$ cat config.mk
export PLATFORM = sky130hd
export DESIGN_NAME = met_ctrl
export DESIGN_NICKNAME = d
export VERILOG_FILES = /design/src/rtl/met_pkg.sv /design/src/rtl/met_ctrl.sv
export SDC_FILE = /design/constraint.sdc
export NUM_CORES = 1
export LEC_CHECK = 0
export BUFFER_PORTS_ARGS = -buffer_cell sky130_fd_sc_hd__buf_2
export CAP_MARGIN = 20
export CORE_AREA = 2 2 39 41
export DETAILED_ROUTE_END_ITERATION = 7
export DIE_AREA = 0 0 41 43
export PLACE_DENSITY_LB_ADDON = 0.1
export SLEW_MARGIN = 10
export SYNTH_ARGS = -nofsm -noshare
export SYNTH_HDL_FRONTEND = slang
export SYNTH_SLANG_ARGS = --single-unit
export TNS_END_PERCENT = 5
$ cat constraint.sdc
create_clock -name clk -period 1.3 [get_ports clk]
set_input_delay 0.13 -clock clk [delete_from_list [all_inputs] [get_ports clk]]
set_output_delay 0.13 -clock clk [all_outputs]
set_load 0.1 [all_outputs]
$ cat src/rtl/met_pkg.sv
// ----------------------------------------------------------------------------
// met_pkg: shared types and constants of the escape-time unit
// field widths, register indexes, controller states and the command and
// status groups between controller and datapath
// ----------------------------------------------------------------------------
package met_pkg;

  localparam int COORD_W     = 12;
  localparam int LIMIT_W     = 16;
  localparam int VAL_W       = 64;
  localparam int STEP_W      = 63;
  localparam int CFG_INDEX_W = 8;
  localparam int CFG_DATA_W  = 64;
  localparam int WIDE_W      = 2 * VAL_W;

  localparam logic [CFG_INDEX_W-1:0] REG_ITER_LIMIT = CFG_INDEX_W'(0);
  localparam logic [CFG_INDEX_W-1:0] REG_CORNER_RE  = CFG_INDEX_W'(1);
  localparam logic [CFG_INDEX_W-1:0] REG_CORNER_IM  = CFG_INDEX_W'(2);
  localparam logic [CFG_INDEX_W-1:0] REG_PIXEL_STEP = CFG_INDEX_W'(3);

  localparam logic [LIMIT_W-1:0] LIMIT_RESET = LIMIT_W'(1000);

  typedef struct packed {
    logic [LIMIT_W-1:0] iteration_limit;
    logic [VAL_W-1:0]   corner_real;
    logic [VAL_W-1:0]   corner_imag;
    logic [STEP_W-1:0]  pixel_step;
  } met_cfg_t;

  typedef enum logic [2:0] {
    S_IDLE,
    S_CMUL,
    S_CADD,
    S_MAG,
    S_MUL,
    S_SUM,
    S_TEST,
    S_DONE
  } met_state_t;

  typedef struct packed {
    logic load_pixel;
    logic mul_c;
    logic add_c;
    logic mag;
    logic mul;
    logic sum;
    logic update;
    logic set_result;
    logic result_escaped;
    logic load_out;
  } met_cmd_t;

  typedef struct packed {
    logic limit_zero;
    logic c_outside;
    logic escape;
    logic last_iter;
  } met_status_t;

endpackage

$ cat src/rtl/met_ctrl.sv
// ----------------------------------------------------------------------------
// met_ctrl: sequencer of the escape-time unit
// steps the datapath through c set-up and the iteration loop,
// owns the result valid flag
// ----------------------------------------------------------------------------
module met_ctrl import met_pkg::*; (
  input  logic        clk,
  input  logic        rst,
  input  logic        pixel_valid,
  output logic        pixel_ready,
  output logic        out_valid,
  input  logic        out_ready,
  input  met_status_t status,
  output met_cmd_t    cmd
);

  met_state_t state, state_next;

  always_ff @(posedge clk) begin
    if (rst) begin
      state     <= S_IDLE;
      out_valid <= 1'b0;
    end else begin
      state <= state_next;
      if (cmd.load_out) begin
        out_valid <= 1'b1;
      end else if (out_ready) begin
        out_valid <= 1'b0;
      end
    end
  end

  always_comb begin
    state_next = state;
    unique case (state)
      S_IDLE: begin
        if (pixel_valid) begin
          state_next = status.limit_zero ? S_DONE : S_CMUL;
        end
      end
      S_CMUL: state_next = S_CADD;
      S_CADD: state_next = S_MAG;
      S_MAG:  state_next = status.c_outside ? S_DONE : S_MUL;
      S_MUL:  state_next = S_SUM;
      S_SUM:  state_next = S_TEST;
      S_TEST: begin
        if (status.escape || status.last_iter) begin
          state_next = S_DONE;
        end else begin
          state_next = S_MAG;
        end
      end
      S_DONE: begin
        if (!out_valid || out_ready) begin
          state_next = S_IDLE;
        end
      end
      default: state_next = S_IDLE;
    endcase
  end

  always_comb begin
    cmd         = '0;
    pixel_ready = 1'b0;
    unique case (state)
      S_IDLE: begin
        pixel_ready = 1'b1;
        if (pixel_valid) begin
          cmd.load_pixel = 1'b1;
          cmd.set_result = status.limit_zero;
        end
      end
      S_CMUL: cmd.mul_c = 1'b1;
      S_CADD: cmd.add_c = 1'b1;
      S_MAG: begin
        if (status.c_outside) begin
          cmd.set_result     = 1'b1;
          cmd.result_escaped = 1'b1;
        end else begin
          cmd.mag = 1'b1;
        end
      end
      S_MUL: cmd.mul = 1'b1;
      S_SUM: cmd.sum = 1'b1;
      S_TEST: begin
        priority if (status.escape) begin
          cmd.set_result     = 1'b1;
          cmd.result_escaped = 1'b1;
        end else if (status.last_iter) begin
          cmd.set_result = 1'b1;
        end else begin
          cmd.update = 1'b1;
        end
      end
      S_DONE: cmd.load_out = !out_valid || out_ready;
      default: ;
    endcase
  end

  // a new result never overwrites one still waiting
  a_no_overwrite: assert property (@(posedge clk) disable iff (rst)
    cmd.load_out |-> (!out_valid || out_ready))
    else $error("result loaded over a pending one");

  // one pixel in flight at a time
  a_single_item: assert property (@(posedge clk) disable iff (rst)
    (pixel_valid && pixel_ready) |=> !pixel_ready)
    else $error("second pixel taken while busy");

  // datapath steps never overlap
  a_one_step: assert property (@(posedge clk) disable iff (rst)
    $onehot0({cmd.mul_c, cmd.add_c, cmd.mag, cmd.mul, cmd.sum, cmd.update}))
    else $error("overlapping datapath steps");

endmodule

== After elaboration in Yosys (flattened, before gate mapping) ==
Cells that the tools add are included.
Cells by class
  reductions and logical operators: 6
  multiplexer cells: 28
  equality and inequality tests: 9
Operators by type and width (count)
  case mux 3 bit (8 select lines): 1
  2-to-1 mux 1 bit: 19
  equality test 3 bit (second input constant): 4
  2-to-1 mux 3 bit: 4
  equality test 3 x 2 -> 1 bit (second input constant): 2
  2-to-1 mux 2 bit: 2
  != test 2 bit (second input constant): 2
  equality test 3 x 1 -> 1 bit (second input constant): 1
  logical NOT 3 bit: 1
  case mux 1 bit (3 select lines): 1
  logical OR 1 bit: 2
  case mux 1 bit (2 select lines): 1
  AND reduction 2 bit: 1
  nonzero test 2 bit: 1
  logical NOT 1 bit: 1
Word-level totals
  output and inout bits: 12
  register bits: 4

== Depth between registers and ports, before layout ==
  word-level depth: 4
  gate-level depth with buffers: 4
  mapped depth without buffers: 3

== Worst setup path before layout ==
OpenSTA, ideal clock, no wires.
  path type: reg-to-output
  from: reg state[1]
  to: out cmd[3] in the netlist's numbering
  setup slack: -2304 ps
  cell stages (with the launch flop): 4
  arrival: 3474 ps
  data required time: 1170 ps
  cells stage by stage: dfxtp_1 -> buf_2 -> nand2_1 -> nor4_1
RTL lines
  start, declared: RTL line met_ctrl.sv:17  | met_state_t state, state_next;
  start signal, assigned: RTL line met_ctrl.sv:24  | state <= state_next;
  end, declared: RTL line met_ctrl.sv:14  | output met_cmd_t cmd

==> impl_metrics.csv <==
group,metric,value,unit
layout,design_area,860.8,µm²
clock_network,clock_sinks,4,
die,fp.coreArea,0.001384,mm²
layout,final_common_cell,"buf_4",
layout,area_growth,154.8,%
worst_setup_path,path_class,"flop to output port",
global_route,grt_max_degree,9,
layout,final_cell_mix,"buf_4 (12), buf_12 (11), buf_2 (8), nor2_1 (4)",
worst_setup_path,arrival,1.27,ns
sta,rsz0062_at_grt,"yes",
sta,fin_crit,1.397,ns
pwr,peakVddDrop,920.3,µV
route,routed_wl,1187,µm
worst_setup_path,cpLargestDelayFamily,"buffers and inverters",
clock_network,cts_buffer_depth,2,
outcome,violations,"setup timing",
synth,synthCells,46,
synth,ys_ff_latch,4,
synth,ys_async_sr_fraction,0,%
sta,slew_violations,0,
die,fp.dieH,43,µm
worst_setup_path,crit_chain,"buf_6 -> buf_6 -> nor3b_4 -> buf_12",
worst_setup_path,crit_top_cell,"buf_6",
worst_setup_path,cp_num_buf_inv,3,
placed_design,dpl.hpwl,878.3,µm
sta,layout_setup_ws,-0.09655,ns
clock_network,clk_root_buffer_cell,"clkbuf_4",
global_route,track_usage,15.94,%
synth,synth-edff-count,0,
synth,ys_seq_area_share,23.70,%
route,vias_per_cell,4.781,
sta,skew,0.008075,ns
layout,antenna_cells,0,
die,ios,20,
sta,worstMarginPinSlew,0.4822,ns
global_route,grt_pass1_wl,1890,µm
flow_run,cap_violations,0,
clock_network,clock_latency,0.23,ns
synth,synth_top_cell_area_share,23.70,%
sta,finalHoldViolCount,0,
synth,synth_area,337.8,µm²
worst_setup_path,endpoint_kind,"output port",
sta,period_share,107.4,%
global_route,grt_pass1_vias,407,
worst_setup_path,slowest_delay,0.37,ns
synth,synth_area_per_cell,7.344,µm²
global_route,antenna_found_initial,0,
synth,synth_ff_type,"dfxtp_1",
die,die_width,41,µm
placed_design,gp_congestion,0.7070,
route,drtIter0Drc,5,
die,start_util,24.41,%
clock_network,htreeDepth,1,
route,wl_per_cell,12.36,µm
route,antenna_left,0,
sta,setup_viol,9,
worst_hold_path,min_path_type,"input port to flop",
route,via_count,459,
synth,synth_cell_types,25,
layout,drive_above_1_share,68.75,%
route,drt_pass1_iterations,4,
layout,multi_input_area,332.8,µm²
clock_network,numCtsBuffers,3,
synth,yosysWarnings,0,
pwr,leakagePower,0.3585,nW
sta,fmax,716.1,MHz
synth,synth_top_cells_by_area,"dfxtp_1 (24%), nor2_1 (5.6%), a22o_1 (5.2%)",
worst_setup_path,crit_required,1.17,ns
layout,num-fill-cells,122,
worst_setup_path,cp-start-kind,"flop",
die,die_area,0.001763,mm²
synth,synth_nets,54,
layout,nNetsFinal,90,
worst_setup_path,critical_path.slowest_cell,"dfxtp_4",
worst_setup_path,r2r_setup_slack,-0.01,ns
sta,max_slew_margin,68.07,%
pwr,cellPowerDensity,1549,mW/mm²
route,drc,0,
placed_design,dp.cells,87,
synth,synth.largest_area_cell,"dfxtp_1",
worst_setup_path,crit_path_max_fanout,6,
die,rows,14,
layout,regArea,91.34,µm²
layout,fin_cells,96,
clock_network,clkTransAtPathRegs,0.03,ns
global_route,grt_remaining_overflow,0,
placed_design,dpl_cell_area,734.5,µm²
clock_network,cts_tree,"built",
placed_design,numPortBuffers,19,
outcome,status,"complete, but fails checks",
==> where the power goes <==
group | switching [W] | internal, W
clock | 0.0000491 | 0.000103
sequential | 0.0000482 | 0.000150
combinational | 0.000568 | 0.000414
total | 0.000665 | 0.000668
==> sequential cells by signal, summed over array words and instances (netlist names) <==
name,count
state,3
out_valid,1
==> final timing paths <==
path | startpoint | endpoint | cells past startpoint
worst max register to register | state[0] | state[2] | 5
worst min register to register | out_valid | out_valid | 3
worst max-delay path | state[0] | cmd[7] | 4
worst min-delay path | rst | state[0] | 2
==> cell families (layout without fill, tap and decap cells) <==
group | after synthesis | after routing | share of synthesized area, %
and+or+nand+nor | 23 | 23 | 39.63
AOI/OAI and AO/OA | 14 | 14 | 28.15
buffers and inverters | 5 | 39 | 8.519
DFF | 4 | 4 | 23.70
==> through the flow <==
| stage | utilization, % | hold slack, ns | setup slack [ns] | setup TNS [ns] | total power [W] |
|---|---|---|---|---|---|
| 2_1_floorplan | - | 0.1920 | -0.8864 | -7.340 | 0.0007409 |
| 5_1_grt | 62.21 | 0.08759 | -0.1341 | -0.9986 | 0.001400 |
| 3_5_place_dp | 53.07 | 0.3307 | 0.01537 | 0 | 0.001066 |
| 3_3_place_gp | 53.07 | 0.3266 | 0.04777 | 0 | 0.001062 |
| 4_1_cts | 61.57 | 0.09052 | -0.08457 | -0.4770 | 0.001323 |
| 6_report | 62.21 | 0.09916 | -0.09655 | -0.4863 | 0.001333 |
==> area by class of cell <==
type	instances	share of cell area, %
clock buffer	3	2.616
multi-input combinational	37	38.66
sequential	4	10.61
tap	16	2.326
timing repair buffer	34	44.62
inverter	2	1.163
==> what timing repair did <==
action                                  CTS  global route
gates cloned                              0             0
setup buffers                             6             0
endpoints found under the setup margin    9            12
gates resized for setup                  17             2
pin swaps                                 6             2
hold buffers                              0             0
==> worst reg2reg max path, delay by kind of cell, from the launching register on <==
kind	cells	cell delay (ns)
AOI/OAI and AO/OA	2	0.41
DFF	1	0.37
buffers and inverters	2	0.26
and+or+nand+nor	1	0.17
==> synthesized netlist by cell type (2+ instances only) <==
library cell	instances
a21oi_1	2
a22o_1	2
a31oi_1	2
buf_2	2
dfxtp_1	4
inv_1	2
nand2_1	3
nor2_1	5
nor2b_1	2
nor3_1	3
nor3b_1	2
o21a_1	2
o21ai_0	3
==> per-layer routing <==
layer  vias up  share of wire, %  GRT usage [%]
li1        233                 -              -
met1       215                40          19.28
met2        11                56          26.25
met3         0               3.4          3.141
met4         0                 0          6.000
met5         -                 0              0
Power figures use the tool's default switching activity.
