==> config.mk <==
export PLATFORM = sky130hd
export DESIGN_NAME = met_cfg_regs_flat
export DESIGN_NICKNAME = d
export VERILOG_FILES = /design/src/rtl/met_pkg.sv /design/src/rtl/met_ifs.sv /design/src/rtl/met_cfg_regs.sv /design/src/flat_wrapper.sv
export SDC_FILE = /design/constraint.sdc
export NUM_CORES = 1
export LEC_CHECK = 0
export BUFFER_PORTS_ARGS = -buffer_cell sky130_fd_sc_hd__buf_2
export CAP_MARGIN = 20
export CORE_AREA = 2 2 159 161
export DETAILED_ROUTE_END_ITERATION = 6
export DIE_AREA = 0 0 161 163
export SYNTH_ARGS = -nofsm -noshare
export SYNTH_HDL_FRONTEND = slang
export SYNTH_SLANG_ARGS = --single-unit
==> constraint.sdc <==
create_clock -name clk -period 2.8 [get_ports clk]
set_input_delay 0.28 -clock clk [delete_from_list [all_inputs] [get_ports clk]]
set_output_delay 0.28 -clock clk [all_outputs]
set_load 0.03 [all_outputs]
==> src/rtl/met_pkg.sv <==
// ----------------------------------------------------------------------------
// met_pkg: shared types and constants of the escape-time unit
// field widths, register indexes, controller states and the command and
// status groups between controller and datapath
// ----------------------------------------------------------------------------
package met_pkg;

  localparam int COORD_W     = 12;
  localparam int LIMIT_W     = 16;
  localparam int VAL_W       = 64;
  localparam int STEP_W      = 63;
  localparam int CFG_INDEX_W = 8;
  localparam int CFG_DATA_W  = 64;
  localparam int WIDE_W      = 2 * VAL_W;

  localparam logic [CFG_INDEX_W-1:0] REG_ITER_LIMIT = CFG_INDEX_W'(0);
  localparam logic [CFG_INDEX_W-1:0] REG_CORNER_RE  = CFG_INDEX_W'(1);
  localparam logic [CFG_INDEX_W-1:0] REG_CORNER_IM  = CFG_INDEX_W'(2);
  localparam logic [CFG_INDEX_W-1:0] REG_PIXEL_STEP = CFG_INDEX_W'(3);

  localparam logic [LIMIT_W-1:0] LIMIT_RESET = LIMIT_W'(1000);

  typedef struct packed {
    logic [LIMIT_W-1:0] iteration_limit;
    logic [VAL_W-1:0]   corner_real;
    logic [VAL_W-1:0]   corner_imag;
    logic [STEP_W-1:0]  pixel_step;
  } met_cfg_t;

  typedef enum logic [2:0] {
    S_IDLE,
    S_CMUL,
    S_CADD,
    S_MAG,
    S_MUL,
    S_SUM,
    S_TEST,
    S_DONE
  } met_state_t;

  typedef struct packed {
    logic load_pixel;
    logic mul_c;
    logic add_c;
    logic mag;
    logic mul;
    logic sum;
    logic update;
    logic set_result;
    logic result_escaped;
    logic load_out;
  } met_cmd_t;

  typedef struct packed {
    logic limit_zero;
    logic c_outside;
    logic escape;
    logic last_iter;
  } met_status_t;

endpackage

==> src/rtl/met_ifs.sv <==


interface met_cfg_if import met_pkg::*; ();
  logic                   valid;
  logic                   ready;
  logic [CFG_INDEX_W-1:0] index;
  logic [CFG_DATA_W-1:0]  data;

  modport source (output valid, index, data, input ready);
  modport sink (input valid, index, data, output ready);
endinterface

==> src/rtl/met_cfg_regs.sv <==
// ----------------------------------------------------------------------------
// met_cfg_regs: configuration register file
// always ready; writes to unknown indexes are dropped
// ----------------------------------------------------------------------------
module met_cfg_regs import met_pkg::*; (
  input  logic     clk,
  input  logic     rst,
  met_cfg_if.sink  cfg,
  output met_cfg_t regs
);

  assign cfg.ready = 1'b1;

  always_ff @(posedge clk) begin
    if (rst) begin
      regs.iteration_limit <= LIMIT_RESET;
      regs.corner_real     <= '0;
      regs.corner_imag     <= '0;
      regs.pixel_step      <= '0;
    end else if (cfg.valid) begin
      unique case (cfg.index)
        REG_ITER_LIMIT: regs.iteration_limit <= cfg.data[LIMIT_W-1:0];
        REG_CORNER_RE:  regs.corner_real     <= cfg.data[VAL_W-1:0];
        REG_CORNER_IM:  regs.corner_imag     <= cfg.data[VAL_W-1:0];
        REG_PIXEL_STEP: regs.pixel_step      <= cfg.data[STEP_W-1:0];
        default: ;
      endcase
    end
  end

endmodule

==> src/flat_wrapper.sv <==
// flat-port wrapper written by rule: the top's interface ports become plain ports
module met_cfg_regs_flat import met_pkg::*;
  (clk, rst, regs, cfg_valid, cfg_index, cfg_data, cfg_ready);
  met_cfg_if cfg_i ();
  input  logic clk;
  input  logic rst;
  output met_cfg_t regs;
  input wire logic [$bits(cfg_i.valid)-1:0] cfg_valid;
  input wire logic [$bits(cfg_i.index)-1:0] cfg_index;
  input wire logic [$bits(cfg_i.data)-1:0] cfg_data;
  output wire logic [$bits(cfg_i.ready)-1:0] cfg_ready;
  assign cfg_i.valid = cfg_valid;
  assign cfg_i.index = cfg_index;
  assign cfg_i.data = cfg_data;
  assign cfg_ready = cfg_i.ready;
  met_cfg_regs u_core (.clk(clk), .rst(rst), .cfg(cfg_i), .regs(regs));
endmodule
* Word level (Yosys, flattened, before mapping)
Cells that the tools add are included.
** Word-level totals
- Bits in writable memories :: 0
- Bits in registers :: 207
- Bits of input ports :: 75
- Latch bits :: 0
- Output and inout port bits :: 208
- Word-level logic and storage cells :: 12
- Memory bits (read-only) :: 0
- Memories kept :: 0
** Operators by class
- Multiplexer cells :: 0
- Equality and inequality tests :: 3
- Multipliers :: 0
- Bitwise gates (word level) :: 0
- Shift operators :: 0
- Divide/modulo/power cells :: 0
- Order comparisons :: 0
- Add/subtract/negate cells :: 0
- Reduce and logical (&&, ||, !) cells :: 5
** Operators with widths (count)
- 8-bit by 2-bit == test with 1-bit output (second input constant) :: 2
- 8-bit by 1-bit == test with 1-bit output (second input constant) :: 1
- 8-bit logical NOT :: 1
- 2-bit AND reduction :: 4

* Longest topological paths before layout
Gate-level depths: netlist (run 1).
- Depth after elaboration :: 2
- Gate-level depth with buffers :: 5
- Mapped depth without buffers :: 3

* Least setup slack after synthesis (run 1)
No wires, ideal clock.
- Path type :: input-to-reg
- Start :: input port cfg_index[6]
- End :: register, netlist name u_core.regs[131]
- Buffers on the path :: 2
- Arrival :: 1.302 ns
- Path slack :: 1.426 ns
- Setup time :: 0.072 ns
- Cell stages on the path :: 5
- Required time :: 2.728 ns
- Path through :: nor4b_4 > and4b_1 > buf_12 > buf_12 > mux2i_1
** On the way
- Longest elaborated chain between the ends :: 2
** RTL lines
- from (decl) :: line flat_wrapper.sv:9 : input wire logic [$bits(cfg_i.index)-1:0] cfg_index;
- 8-bit by 1-bit == test with 1-bit output :: line met_cfg_regs.sv:21 : unique case (cfg.index)
- 2-bit AND reduction (no source line)
Every way passes these cells.
A chain may end at the register's enable or synchronous reset.

* Final worst setup path (run 1)
- Start :: register, netlist name u_core.regs[131]
- End :: output port regs[131] in the netlist's numbering
** RTL lines
- to (decl) :: line flat_wrapper.sv:7 : output met_cfg_t regs;
No word-level cell between the ends.

==> impl_metrics.yaml, run 1 <==
status:
  outcome: "complete, no violations"
finish:
  largest_register: "u_core.regs"
  final_core_util_pct: 43.44
  diodes: 0
  final_cell_area_um2: 10720
  drive_gt1_share_pct: 32.20
  synthToLayoutAreaGrowth_pct: 27.31
  fin_nets: 1088
  largest_reg_flops: 207
  top_regs: "u_core.regs (207)"
timing:
  final.setup.tns_ns: 0
  finClkSkew_ns: 0
  period_minus_slack_ns: 1.353
  fin_crit_sh_pct: 48.30
  fin_hold_ws_ns: 0.04921
  hold_viol: 0
  rsz0062_at_grt: "false"
  relSlewSlack_pct: 54.09
  tightest_slew_ns: 0.6886
  setup_violations: 0
  fmax_mhz: 739.4
  slew_violations: 0
clocking:
  clk_latency_ns: 0.50
  clkTransAtPathRegs_ns: 0.06
  cts-resized-gates: 0
  h-tree-depth: 1
  cts_hold_buf: 0
  cts.sinks: 207
  clk_path_buf_depth: 3
  clockRootBuffer: "clkbuf_16"
  cts_tree: "yes"
  post-cts-setup-buffers: 0
  numCtsBuffers: 24
yosys:
  netlist_instances: 753
  synth_fp_nets: 828
  synth_mux_area_share_pct: 24.61
  synth_top_area_share_pct: 49.22
  synth_top_family_by_area: "multiplexers"
  synthFlopType: "dfxtp_1"
  synth_edf_count: 0
  ys_warn_count: 0
  ys_ff_latch: 207
  yosys.area_share.simple_pct: 21.01
  synth_area_leaders: "dfxtp_1 (49%), mux2i_1 (25%), nand2b_1 (20%)"
  synth_xor_area_share_pct: 0
  synth_compound_area_share_pct: 0
  synth_cell_types: 16
  yosysTopAreaCell: "dfxtp_1"
  netlist_area_um2: 8419
  synthMostInstantiatedCell: "nand2b_1"
  synth_common_cells: "nand2b_1 (265), dfxtp_1 (207), mux2i_1 (207)"
  async_flop_share_pct: 0
  ys_seq_area_share_pct: 49.22
  synthAdderAreaFrac_pct: 0
  syn_avg_cell_area_um2: 11.18
global_route:
  grt_antenna_before_repair: 0
  gr-usage-all-layers_pct: 14.88
  grt_overflow: 0
  grt_max_degree: 99
  grt_pass1_vias: 5966
  grt_pass1_wl_um: 31970
worst_hold_path:
  holdPathStages: 3
  worstHoldPathType: "primary input to flop"
power:
  vdd_drop_max_v: 0.0002847
  p_total_mw: 6.306
  power.density_nw_per_um2: 588.3
  leakage_nw: 5.421
route:
  vias: 5982
  drtIter0Drc: 243
  vias_per_cell: 4.395
  drtAntennaViolNets: 0
  drc_errors: 0
  first_pass_iters: 4
  wl_per_cell_um: 14.84
  totalWireLength_um: 20200
worst_setup_path:
  end_kind: "output pin"
  critPathTopFamily: "flip-flops"
  worstPathArrival_ns: 1.07
  crit_cells: 1
  critPathKind: "flop to output pin"
  cp.required_ns: 2.52
  max_stage_delay_ns: 0.35
  crit_buf_inv: 1
  crit_slowest_cell: "dfxtp_1"
  path_cells: "buf_2"
  worst_r2r_path_depth: 2
  critPathLaunchType: "flop"
  crit_fanout: 2
floorplanning:
  core_area_um2: 24670
  io_pins: 283
  fp.dieArea_um2: 26240
  die_x_um: 161
  std_cell_rows: 58
  die_h_um: 163
  start_util_pct: 34.12
run:
  cap_violations: 0
place:
  portBuffers: 281
  placed_area_um2: 9916
  post-dp-hpwl_um: 13340
  gp_congestion: 0.7246
==> metrics by stage <==
stage,std cells,setup WS (ns)
global route,1361,1.373
detailed placement,1317,0.9423
floorplan,753,1.426
CTS,1361,1.413
finish,1361,1.447
global placement,1317,1.017
==> placed cells by master (no fill, tap or decap) <==
cell type and n:
buf_6 1, nor3_1 1, clkbuf_8 7, nor2_1 12, buf_12 3, clkbuf_16 25, and4bb_1 1, nor4b_4 1
dfxtp_1 207, clkbuf_1 3, nand4b_1 1, bufinv_16 1, and4b_4 1, conb_1 1, buf_2 280, nand4_1 1
buf_4 5, clkinv_2 8, nand2b_1 265, mux2i_1 207
==> layout make-up <==
cell class,count,area (um2)
multi-input combinational,491,3849
clock inverter,9,70.07
tap,330,412.9
sequential,207,4144
clock buffer,35,733.2
timing repair buffer,289,1510
fill,2391,13950
==> tightest hold or removal path: stages <==
cell and delay, ns:
buf_2 0.09, nor2_1 0.04, mux2i_1 0.11
==> final timing paths <==
kind | from | endpoint | slack, ns
setup / recovery | u_core.regs[131] | regs[131] | 1.45
hold / removal | cfg_data[6] | u_core.regs[197] | 0.05
setup reg to reg | u_core.regs[199] | u_core.regs[199] | 2.18
hold reg to reg | u_core.regs[138] | u_core.regs[138] | 0.47
==> power by group <==
part / internal, mW / total, mW / switching [mW] / leakage, nW
clock: 1.90 / 3.11 / 1.21 / 0.407
combinational: 0.123 / 0.246 / 0.123 / 3.35
sequential: 2.95 / 2.95 / 0.00180 / 1.67
==> per-layer routing <==
layer / up-vias / global-route usage (%) / routed length [um]
met4: 0 / 4.058 / 422
met5: - / 0 / 0
met2: 191 / 24.21 / 9146
li1: 2995 / - / -
met1: 2763 / 19.02 / 8909
met3: 33 / 4.838 / 1725
==> kinds of logic after synthesis <==
kind of cell | after synthesis
AND/OR/NAND/NOR | 283
multiplexers | 207
flip-flops | 207
buffers and inverters | 55
other | 1
Note: power is estimated with default switching activity, not from simulation.
==> inputs of run 2 (changes only) <==
Clock period 2.8 ns to 1.34 ns, I/O delays scaled along.
==> run 2 against run 1 <==
Compared with the run above: die area unchanged; clock-buffer cell count down 1; final area up 6.7%; sequential power up 110%; power up 100%; clock power up 93%; sequential share of layout area down 2.4 points; critical endpoint is now regs[95]; via count up 4.8%; critical path depth unchanged; non-clock buffer count up 76; register-to-register slack worse by 1.5 ns; worst hold slack worse by 0.0071 ns.
==> impl_metrics.yaml, run 2 (synthesized netlist as in run 1, its figures left out) <==
status:
  outcome: "complete, no violations"
worst_setup_path:
  worstPathArrival_ns: 1.06
  critPathKind: "flop to output pin"
  critPathLaunchType: "flop"
  max_stage_delay_ns: 0.35
  critPathTopFamily: "flip-flops"
  crit_buf_inv: 1
  r2r_start: "u_core.regs[110]"
  crit_fanout: 2
  path_cells: "buf_2"
  crit_slowest_cell: "dfxtp_1"
  end_kind: "output pin"
  crit_start: "u_core.regs[95]"
  cp.required_ns: 1.21
place:
  portBuffers: 281
  dp_slack_ns: -0.1801
  post-dp-hpwl_um: 14340
  gp_congestion: 0.7223
clocking:
  clk_path_buf_depth: 3
  clk_latency_ns: 0.49
  clockRootBuffer: "clkbuf_16"
  h-tree-depth: 1
  cts_tree: "yes"
  cts-resized-gates: 0
  cts.sinks: 207
  numCtsBuffers: 23
  clkTransAtPathRegs_ns: 0.06
finish:
  multi_input_area_um2: 3849
  fillCellCount: 2354
  mostFrequentLayoutCells: "buf_2 (280), nand2b_1 (265), mux2i_1 (207), dfxtp_1 (207), dlygate4sd3_1 (62)"
  largest_reg_flops: 207
  diodes: 0
  drive_gt1_share_pct: 30.58
  largest_register: "u_core.regs"
  top_regs: "u_core.regs (207)"
  synthToLayoutAreaGrowth_pct: 35.86
  fin_nets: 1163
  final_common_cell: "buf_2"
  regArea_um2: 4144
worst_hold_path:
  worstHoldPathType: "primary input to flop"
  hold_start: "cfg_data[0]"
floorplanning:
  start_util_pct: 34.12
  die_x_um: 161
  die_h_um: 163
  std_cell_rows: 58
  core_area_um2: 24670
  fp.dieArea_um2: 26240
  io_pins: 283
route:
  drc_errors: 0
  first_pass_iters: 4
  totalWireLength_um: 21320
  vias_per_cell: 4.378
  drtIter0Drc: 227
  wl_per_cell_um: 14.89
  drtAntennaViolNets: 0
  vias: 6270
global_route:
  gr-usage-all-layers_pct: 15.57
  grt_antenna_before_repair: 0
  grt_max_degree: 70
  grt_pass1_wl_um: 33420
  grt_overflow: 0
  grt_pass1_vias: 6253
power:
  power.density_nw_per_um2: 1124
  vdd_drop_max_v: 0.0005385
  p_total_mw: 12.86
  leakage_nw: 5.723
timing:
  rsz0062_at_grt: "false"
  slew_violations: 0
  setup_violations: 0
  tightest_slew_ns: 0.6289
  relSlewSlack_pct: 58.07
  period_minus_slack_ns: 1.189
  fin_hold_ws_ns: 0.04214
  fmax_mhz: 840.7
  fin_crit_sh_pct: 88.76
  fin_ws_ns: 0.1506
  finClkSkew_ns: 0
  hold_viol: 0
run:
  cap_violations: 0
[run 2: area by class of cell]
| type | count | share of cell area [%] |
|---|---|---|
| sequential | 207 | 36.23 |
| multi-input combinational | 491 | 33.65 |
| timing repair buffer | 365 | 20.31 |
| clock buffer | 34 | 5.743 |
| tap | 330 | 3.610 |
| clock inverter | 5 | 0.4594 |
[run 2: through the flow]
step / instance area, um2 / util, % / TNS (ns) / std cells
floorplan: 8419 / - / 0 / 753
global placement: 10110 / 40.97 / -19.05 / 1331
detailed placement: 10110 / 40.97 / -22.06 / 1331
CTS: 11440 / 46.36 / 0 / 1432
global route: 11440 / 46.36 / 0 / 1432
finish: 11440 / 46.36 / 0 / 1432
[run 2: repair_timing]
item                                   CTS  global route
endpoints found under the hold margin  193             0
buffers inserted                         0             0
hold buffers                            62             0
[run 2: worst paths after layout]
path                 endpoint  slack [ns]  depth (start not counted)
max                  regs[95]        0.15                          1
min           u_core.regs[63]        0.04                          3
max reg2reg  u_core.regs[110]        0.69                          2
min reg2reg  u_core.regs[156]        0.47                          2
[run 2: where the power goes]
part | leakage [nW] | total, mW | internal (mW) | switching (mW)
clock | 0.346 | 6.01 | 3.56 | 2.45
combinational | 3.71 | 0.687 | 0.392 | 0.295
sequential | 1.67 | 6.17 | 6.16 | 0.00387
[run 2: layer usage]
layer | routed length [um] | global-route usage, %
met5 | 0 | 0
met4 | 330 | 3.774
met3 | 1624 | 4.533
met2 | 9932 | 25.87
met1 | 9435 | 19.98
==> inputs of run 3 (changes only) <==
Settings changed: CORE_AREA 2 2 159 161 to 2 2 187 189, DIE_AREA 0 0 161 163 to 0 0 189 191.
==> run 3 against run 2 <==
Compared with the run above: flip-flop and latch count unchanged; clock-buffer cell count rose by 1; via count is 0.41% lower.
==> impl_metrics.yaml, run 3 (synthesized netlist as in run 1, its figures left out) <==
power:
  leakage_nw: 5.819
  vdd_drop_max_v: 0.0007234
  power.density_nw_per_um2: 1170
route:
  vias: 6244
  drtAntennaViolNets: 0
  vias_per_cell: 3.985
  drtIter0Drc: 169
  first_pass_iters: 4
  routed.top_layer: "met4"
  wl_met3_um: 1918
  wl_met1_um: 10260
  wl_per_cell_um: 14.55
  totalWireLength_um: 22810
  drc_errors: 0
  wl_met2_um: 10150
status:
  outcome: "complete, no violations"
finish:
  largest_reg_flops: 207
  final_common_cell: "buf_2"
  synthToLayoutAreaGrowth_pct: 40.02
  drive_gt1_share_pct: 31.38
  top_regs: "u_core.regs (207)"
  mostFrequentLayoutCells: "buf_2 (279), nand2b_1 (265), mux2i_1 (207), dfxtp_1 (207), dlygate4sd3_1 (63)"
  largest_register: "u_core.regs"
  final_core_util_pct: 34.55
  diodes: 0
  fin_nets: 1170
timing:
  slew_violations: 0
  finClkSkew_ns: 0
  rsz0062_at_grt: "false"
  period_minus_slack_ns: 1.226
  fin_hold_ws_ns: 0.04136
  fin_crit_sh_pct: 91.46
  tightest_slew_ns: 0.5785
  relSlewSlack_pct: 61.44
  setup_violations: 0
  fmax_mhz: 815.9
  hold_viol: 0
worst_setup_path:
  end_kind: "output pin"
  crit_cells: 1
  crit_fanout: 2
  worstPathArrival_ns: 1.09
  path_cells: "buf_2"
  crit_slowest_cell: "dfxtp_1"
  r2r_start: "u_core.regs[86]"
  r2r_setup_slack_ns: 0.72
  cp.required_ns: 1.21
  max_stage_delay_ns: 0.36
  critPathLaunchType: "flop"
  crit_buf_inv: 1
  critPathTopFamily: "flip-flops"
  crit_start: "u_core.regs[45]"
  worst_r2r_path_depth: 2
  critPathKind: "flop to output pin"
worst_hold_path:
  worstHoldPathType: "primary input to flop"
  hold_start: "cfg_data[14]"
  holdPathStages: 3
global_route:
  grt_pass1_wl_um: 35140
  gr-usage-all-layers_pct: 12.09
  grt_antenna_before_repair: 0
  grt_max_degree: 56
  grt_pass1_vias: 6402
  grt_overflow: 0
floorplanning:
  io_pins: 283
  start_util_pct: 24.68
  fp.dieArea_um2: 36100
  die_x_um: 189
  die_h_um: 191
  core_area_um2: 34120
  std_cell_rows: 68
place:
  post-dp-hpwl_um: 15290
  portBuffers: 281
  gp_congestion: 0.7331
run:
  cap_violations: 0
clocking:
  cts.sinks: 207
  clkTransAtPathRegs_ns: 0.06
  clk_latency_ns: 0.51
  cts_tree: "yes"
  clk_path_buf_depth: 3
  numCtsBuffers: 24
  post-cts-setup-buffers: 0
  h-tree-depth: 1
  clockRootBuffer: "clkbuf_16"
-- run 3: final timing paths --
kind                                    endpoint
worst max-delay path                    regs[45]
worst min-delay path             u_core.regs[77]
worst max register to register   u_core.regs[86]
worst min register to register  u_core.regs[172]
-- run 3: area by class of cell --
class                   instances  area (um2)
well taps                     455       569.3
clock inverters                 8       117.6
clock buffers                  35       723.2
repair buffers                371        2386
fillers                      3477       22330
flip-flops and latches        207        4144
multi-input cells             491        3849
-- run 3: repair_timing --
| action | 4_1_cts | 5_1_grt |
|---|---|---|
| gates resized for setup | 0 | 1 |
| hold buffers | 63 | 0 |
| setup endpoints to repair | 0 | 1 |
| endpoints found under the hold margin | 198 | 0 |
-- run 3: power by group --
group,switching (mW),internal [mW],leakage [nW]
clock,2.62,4.30,0.414
sequential,0.00398,6.16,1.67
combinational,0.300,0.406,3.74
-- run 3: through the flow --
| stage | area (um2) | setup TNS (ns) | total power, mW | setup slack (ns) | cells |
|---|---|---|---|---|---|
| after floorplan | 8419 | 0 | 6.628 | 0.1122 | 753 |
| after global placement | 10310 | -22.28 | 6.870 | -0.1495 | 1461 |
| after detailed placement | 10310 | -28.94 | 6.872 | -0.2177 | 1461 |
| after CTS | 11790 | 0 | 14.04 | 0.02899 | 1567 |
| after global routing | 11790 | 0 | 14.36 | 0.02490 | 1567 |
| final | 11790 | 0 | 13.79 | 0.1144 | 1567 |
-- run 3: tightest hold or removal path, stage by stage --
cell,delay (ns)
buf_2,0.08
nand2b_1,0.15
mux2i_1,0.15
-- run 3: per-layer routing --
| metal | global-route usage, % | vias up |
|---|---|---|
| met5 | 0 | - |
| met3 | 4.167 | 37 |
| met2 | 19.74 | 192 |
| li1 | - | 3147 |
| met1 | 15.20 | 2868 |
| met4 | 3.095 | 0 |
